[src/design/arcn_pkg.sv]
// ----------------------------------------------------------------------------
// arcn_pkg: shared types and constants
// Operation and status codes, datapath widths and the per-item side record
// that travels alongside the square-root and divider cell chains.
// ----------------------------------------------------------------------------
package arcn_pkg;

    // Fraction bits of the Q format; sets the half-unit mismatch tolerance.
    localparam int FRAC_BITS = 16;

    // Square-root chain: 66-bit radicand, 33-bit root, one root bit per cell.
    localparam int SQ_VAL_W  = 66;
    localparam int SQ_ROOT_W = 33;
    localparam int SQ_REM_W  = 36;
    localparam int SQ_STAGES = SQ_ROOT_W;

    // Divider chain: 64-bit dividend, 32-bit divisor, one quotient bit per cell.
    localparam int DV_NUM_W  = 64;
    localparam int DV_DEN_W  = 32;
    localparam int DV_STAGES = DV_NUM_W;

    // Perpendicular term is clamped to 2^TERM_CAP_BIT.
    localparam int TERM_CAP_BIT = 40;

    typedef enum logic [1:0] {
        OP_PLAIN  = 2'd0,
        OP_RADIUS = 2'd1,
        OP_CENTER = 2'd2,
        OP_SPARE  = 2'd3
    } op_t;

    typedef enum logic [1:0] {
        ST_OK         = 2'd0,
        ST_SHORT      = 2'd1,
        ST_MISMATCH   = 2'd2,
        ST_ZERO_CHORD = 2'd3
    } status_t;

    // Per-item record that rides along with the arithmetic cells.
    typedef struct packed {
        op_t                op;
        status_t            status;
        logic               calc;
        logic               neg_ty;
        logic               neg_tx;
        logic signed [31:0] x;
        logic signed [31:0] y;
        logic signed [31:0] ci;
        logic signed [31:0] cj;
        logic signed [31:0] ro;
        logic [31:0]        ax;
        logic [31:0]        ay;
    } side_t;

endpackage

[src/design/arcn_div_cell.sv]
// ----------------------------------------------------------------------------
// arcn_div_cell: one step of a restoring divider
// Shifts one dividend bit into the remainder, subtracts the divisor when it
// fits and shifts the quotient bit in where the dividend bit left.
// ----------------------------------------------------------------------------
module arcn_div_cell import arcn_pkg::*; (
    input  logic                aclk,
    input  logic                en,
    input  logic [DV_NUM_W-1:0] nq_i,
    input  logic [DV_DEN_W-1:0] rem_i,
    input  logic [DV_DEN_W-1:0] den_i,
    output logic [DV_NUM_W-1:0] nq_o,
    output logic [DV_DEN_W-1:0] rem_o,
    output logic [DV_DEN_W-1:0] den_o
);

    logic [DV_NUM_W-1:0] nq_reg;
    logic [DV_DEN_W-1:0] rem_reg;
    logic [DV_DEN_W-1:0] den_reg;
    logic [DV_DEN_W:0]   part;
    logic [DV_DEN_W:0]   diff;
    logic                take;

    // Partial remainder compare and subtract.
    always_comb begin
        part = {rem_i, nq_i[DV_NUM_W-1]};
        diff = part - {1'b0, den_i};
        take = (part >= {1'b0, den_i});
    end

    always_ff @(posedge aclk) begin
        if (en) begin
            nq_reg  <= {nq_i[DV_NUM_W-2:0], take};
            rem_reg <= take ? diff[DV_DEN_W-1:0] : part[DV_DEN_W-1:0];
            den_reg <= den_i;
        end
    end

    assign nq_o  = nq_reg;
    assign rem_o = rem_reg;
    assign den_o = den_reg;

endmodule

[config.mk]
export PLATFORM = sky130hd
export DESIGN_NAME = arcn_div_cell
export DESIGN_NICKNAME = d
export VERILOG_FILES = /design/src/design/arcn_pkg.sv /design/src/design/arcn_div_cell.sv
export SDC_FILE = /design/constraint.sdc
export NUM_CORES = 1
export LEC_CHECK = 0
export ABC_AREA = 1
export BUFFER_PORTS_ARGS = -buffer_cell sky130_fd_sc_hd__buf_4
export CAP_MARGIN = 30
export CORE_ASPECT_RATIO = 0.7
export CORE_MARGIN = 10
export CORE_UTILIZATION = 47
export CTS_BUF_LIST = sky130_fd_sc_hd__clkbuf_4
export CTS_CLUSTER_SIZE = 10
export DETAILED_ROUTE_END_ITERATION = 10
export GPL_ROUTABILITY_DRIVEN = 0
export GPL_TIMING_DRIVEN = 0
export HOLD_SLACK_MARGIN = 0.08
export PLACE_DENSITY = 0.77
export SYNTH_ARGS = -nofsm -noshare
export SYNTH_HDL_FRONTEND = slang
export SYNTH_SLANG_ARGS = --single-unit
export TNS_END_PERCENT = 30
[constraint.sdc]
create_clock -name aclk -period 1.6 [get_ports aclk]
set_input_delay 0.08 -clock aclk [delete_from_list [all_inputs] [get_ports aclk]]
set_output_delay 0.08 -clock aclk [all_outputs]
set_load 0.02 [all_outputs]
==> run summary <==
DIE HEIGHT = 122 um
Final Cycle Share = 93.2%
row cnt = 37
Pleak = 5.40 nW
Initial Util = 48.0%
initial antenna violation count = 2
DP Cell Count = 1,233
Int Power = 6.17 mW
CP endpoint kind = flop
setup TNS = 0 ps
crit path cell chain = buf_4 -> inv_1 -> ha_1 -> nand2_1 -> nor2_1 -> inv_1 -> nor3_2 -> nand2_4 -> buf_2 -> nand3_1 -> nand2_1
area of the multi-input gates = 2780 um2
setup-violating endpoint count in the final report = 0
final hold violation count = 0
Pwr Total = 9.34 mW
CTS buffer count = 17
CTS tree = done
first-pass GRT wire length = 36,100 um
Unique masters post-synth = 29
combinational share of power = 31.0%
Synth Net Count = 943
gr usage total = 22.3%
Congestion Overflow GR = 0
switching power = 3.17 mW
Critical Path AT = 1800 ps
overall routed net length = 23,600 um
nets@finish = 1,351
Die Width = 166 um
fillcell total = 1,031
post-synth top area share = 54.6%
HP Class = in -> reg
Vias/cell = 4.78
Power Density = 842 nW/um2
final std cells w/o fill = 1,398
residual DRC count = 0
CP max-delay cell = ha_1
critical path peak fanout = 10
Seq/Total Area, Yosys = 54.6%
sw frac = 33.9%
Peak VDD IR = 0.000590 V
largest net degree at the start of global routing = 79
synthesis-stage register bit count = 128
crit path kind = in -> reg
Num Clock Sinks = 128
share of cells above drive strength 1 = 30.6%
DRT iter0 DRCs = 546
max frequency = 670 MHz
slowest stage delay, CP = 380 ps
port buffer count = 257
top post-synthesis cells by area = edfxtp_1, nand2_1, inv_1
Hold Path End = rem_o[7]
max-slew violation count = 0
Slew HR = 67.6%
CP Data Required Time = 1910 ps
Flop pwr share = 44.7%
register area = 3840 um2
clk buf depth = 2
hold_ws = 76.5 ps
IO Pins = 258
WHS Path Cells = 5
Synth Instances = 780
Clk pwr share = 24.3%
die area = 20,300 um2
Vias = 6,686
Worst Setup Start Kind = input pin
Core ar. = 14,700 um2
# Max-Cap Violations = 0
Final min period = 1490 ps
routed len/inst = 16.9 um
unrepaired setup endpoints after global routing = false
clock slew at the register clock pins of the worst setup and hold paths = 140 ps
Layout area overhead = 57.5%
hold path start = rem_i[6]
DR pass1 iterations = 6
Synth area leader = edfxtp_1
Post-Syn Area = 7040 um2
syn avg cell area = 9.02 um2
Root Driver = clkbuf_4
number of global-route vias before repair = 6,697
synth warn = 0
outcome = finished, final reports clean
remaining antenna violation count = 0
HPWL after detailed placement = 16,800 um
worst slew pin tran = 485 ps
H-tree Lvls = 4
[per-stage QoR]
step / utilization, % / area (um2) / worst slack [ps]
final: 75.5 / 11100 / 108
after global routing: 75.5 / 11100 / 8.33
after CTS: 75.2 / 11000 / 120
after detailed placement: 64.6 / 9480 / -479
after global placement: 64.4 / 9450 / -457
after floorplan: - / 7280 / 3.91
[layout make-up]
cell class	instances	share of cell area [%]
Tap cell	195	2.20
Timing Repair Buffer	389	29.5
Clock buffer	17	1.15
Buffer	10	0.790
Antenna cell	2	0.0451
Inverter	152	5.17
Sequential cell	128	34.7
Multi-Input combinational cell	490	25.1
Clock inverter	15	1.38
[cell families after synthesis]
logic type,Yosys count,synth area share (%)
buffers and inverters,162,9.26
AOI/OAI and AO/OA,24,1.74
and+or+nand+nor,419,26.7
adders and majority gates,33,5.97
xor gates and xnor gates,14,1.74
DFF,128,54.6
[placed cells by master, fill, tap and decap left out, types with 3 or more instances in the layout]
master         instances
a21oi_1               20
buf_2                  6
inv_2                  4
nand2_2               15
inv_1                147
nand3_1               50
nand2_1              265
ha_4                  14
and2_1                 8
nor2_1                30
edfxtp_1             128
clkinvlp_4             4
inv_6                  5
nand3_2               18
buf_6                  3
nor2_2                 7
nor2_4                 3
dlygate4sd3_1        131
ha_1                  18
nor3_1                 6
clkbuf_4              17
nand3b_1              10
xor2_1                13
buf_4                256
[flip-flops by register name (all words and copies together) (netlist names)]
name	count
rem_o	32
den_o	32
nq_o	64
[synth_stat cells, drive strengths merged]
library cell	count
buf	10
or2	1
xnor2	1
nor3	8
nor2	40
xor2	13
nand3	68
nand4	2
o21ai	2
ha	32
a21oi	21
nand2	282
edfxtp	128
nand3b	10
fa	1
and2	8
inv	152
o21bai	1
[critical path: cells and delay by family]
kind / cells / cell delay, ps
buffers and inverters: 4 / 450
adder cells (fa/ha/maj): 1 / 380
AND/OR/NAND/NOR: 6 / 870
[how the worst max path moves through the flow]
stage,from,end,slack [ps]
after floorplan,den_i[19],rem_o[24],4
after global placement,den_i[24],rem_o[26],-460
after detailed placement,den_i[24],rem_o[31],-480
after CTS,den_i[24],rem_o[5],120
after global routing,den_i[14],rem_o[31],8
final,den_i[24],rem_o[25],110
[per-layer routing]
layer / vias up / GRT usage (%) / routed length, um / share of wire (%)
met5: - / 0 / 0 / 0
met4: 0 / 6.95 / 423 / 1.8
met3: 31 / 6.36 / 1890 / 8.0
met2: 267 / 37.2 / 11400 / 48
met1: 3086 / 27.8 / 9960 / 42
li1: 3302 / - / - / -
[power groups by stage]
| stage | logic [mW] | registers (mW) | clock network (mW) |
|---|---|---|---|
| finish | 2.89 | 4.18 | 2.27 |
| global route | 3.13 | 4.21 | 2.45 |
| CTS | 2.84 | 4.17 | 2.32 |
| detailed placement | 2.58 | 4.24 | 0 |
| global placement | 2.54 | 4.23 | 0 |
| floorplan | 1.02 | 4.67 | 0 |
[timing repair]
action / 4_1_cts / 5_1_grt
resized for setup: 0 / 4
hold buffers: 127 / 4
hold endpoints to repair: 177 / 4
setup buffers: 0 / 0
setup endpoints to repair: 0 / 30
Power figures use the tool's default switching activity.
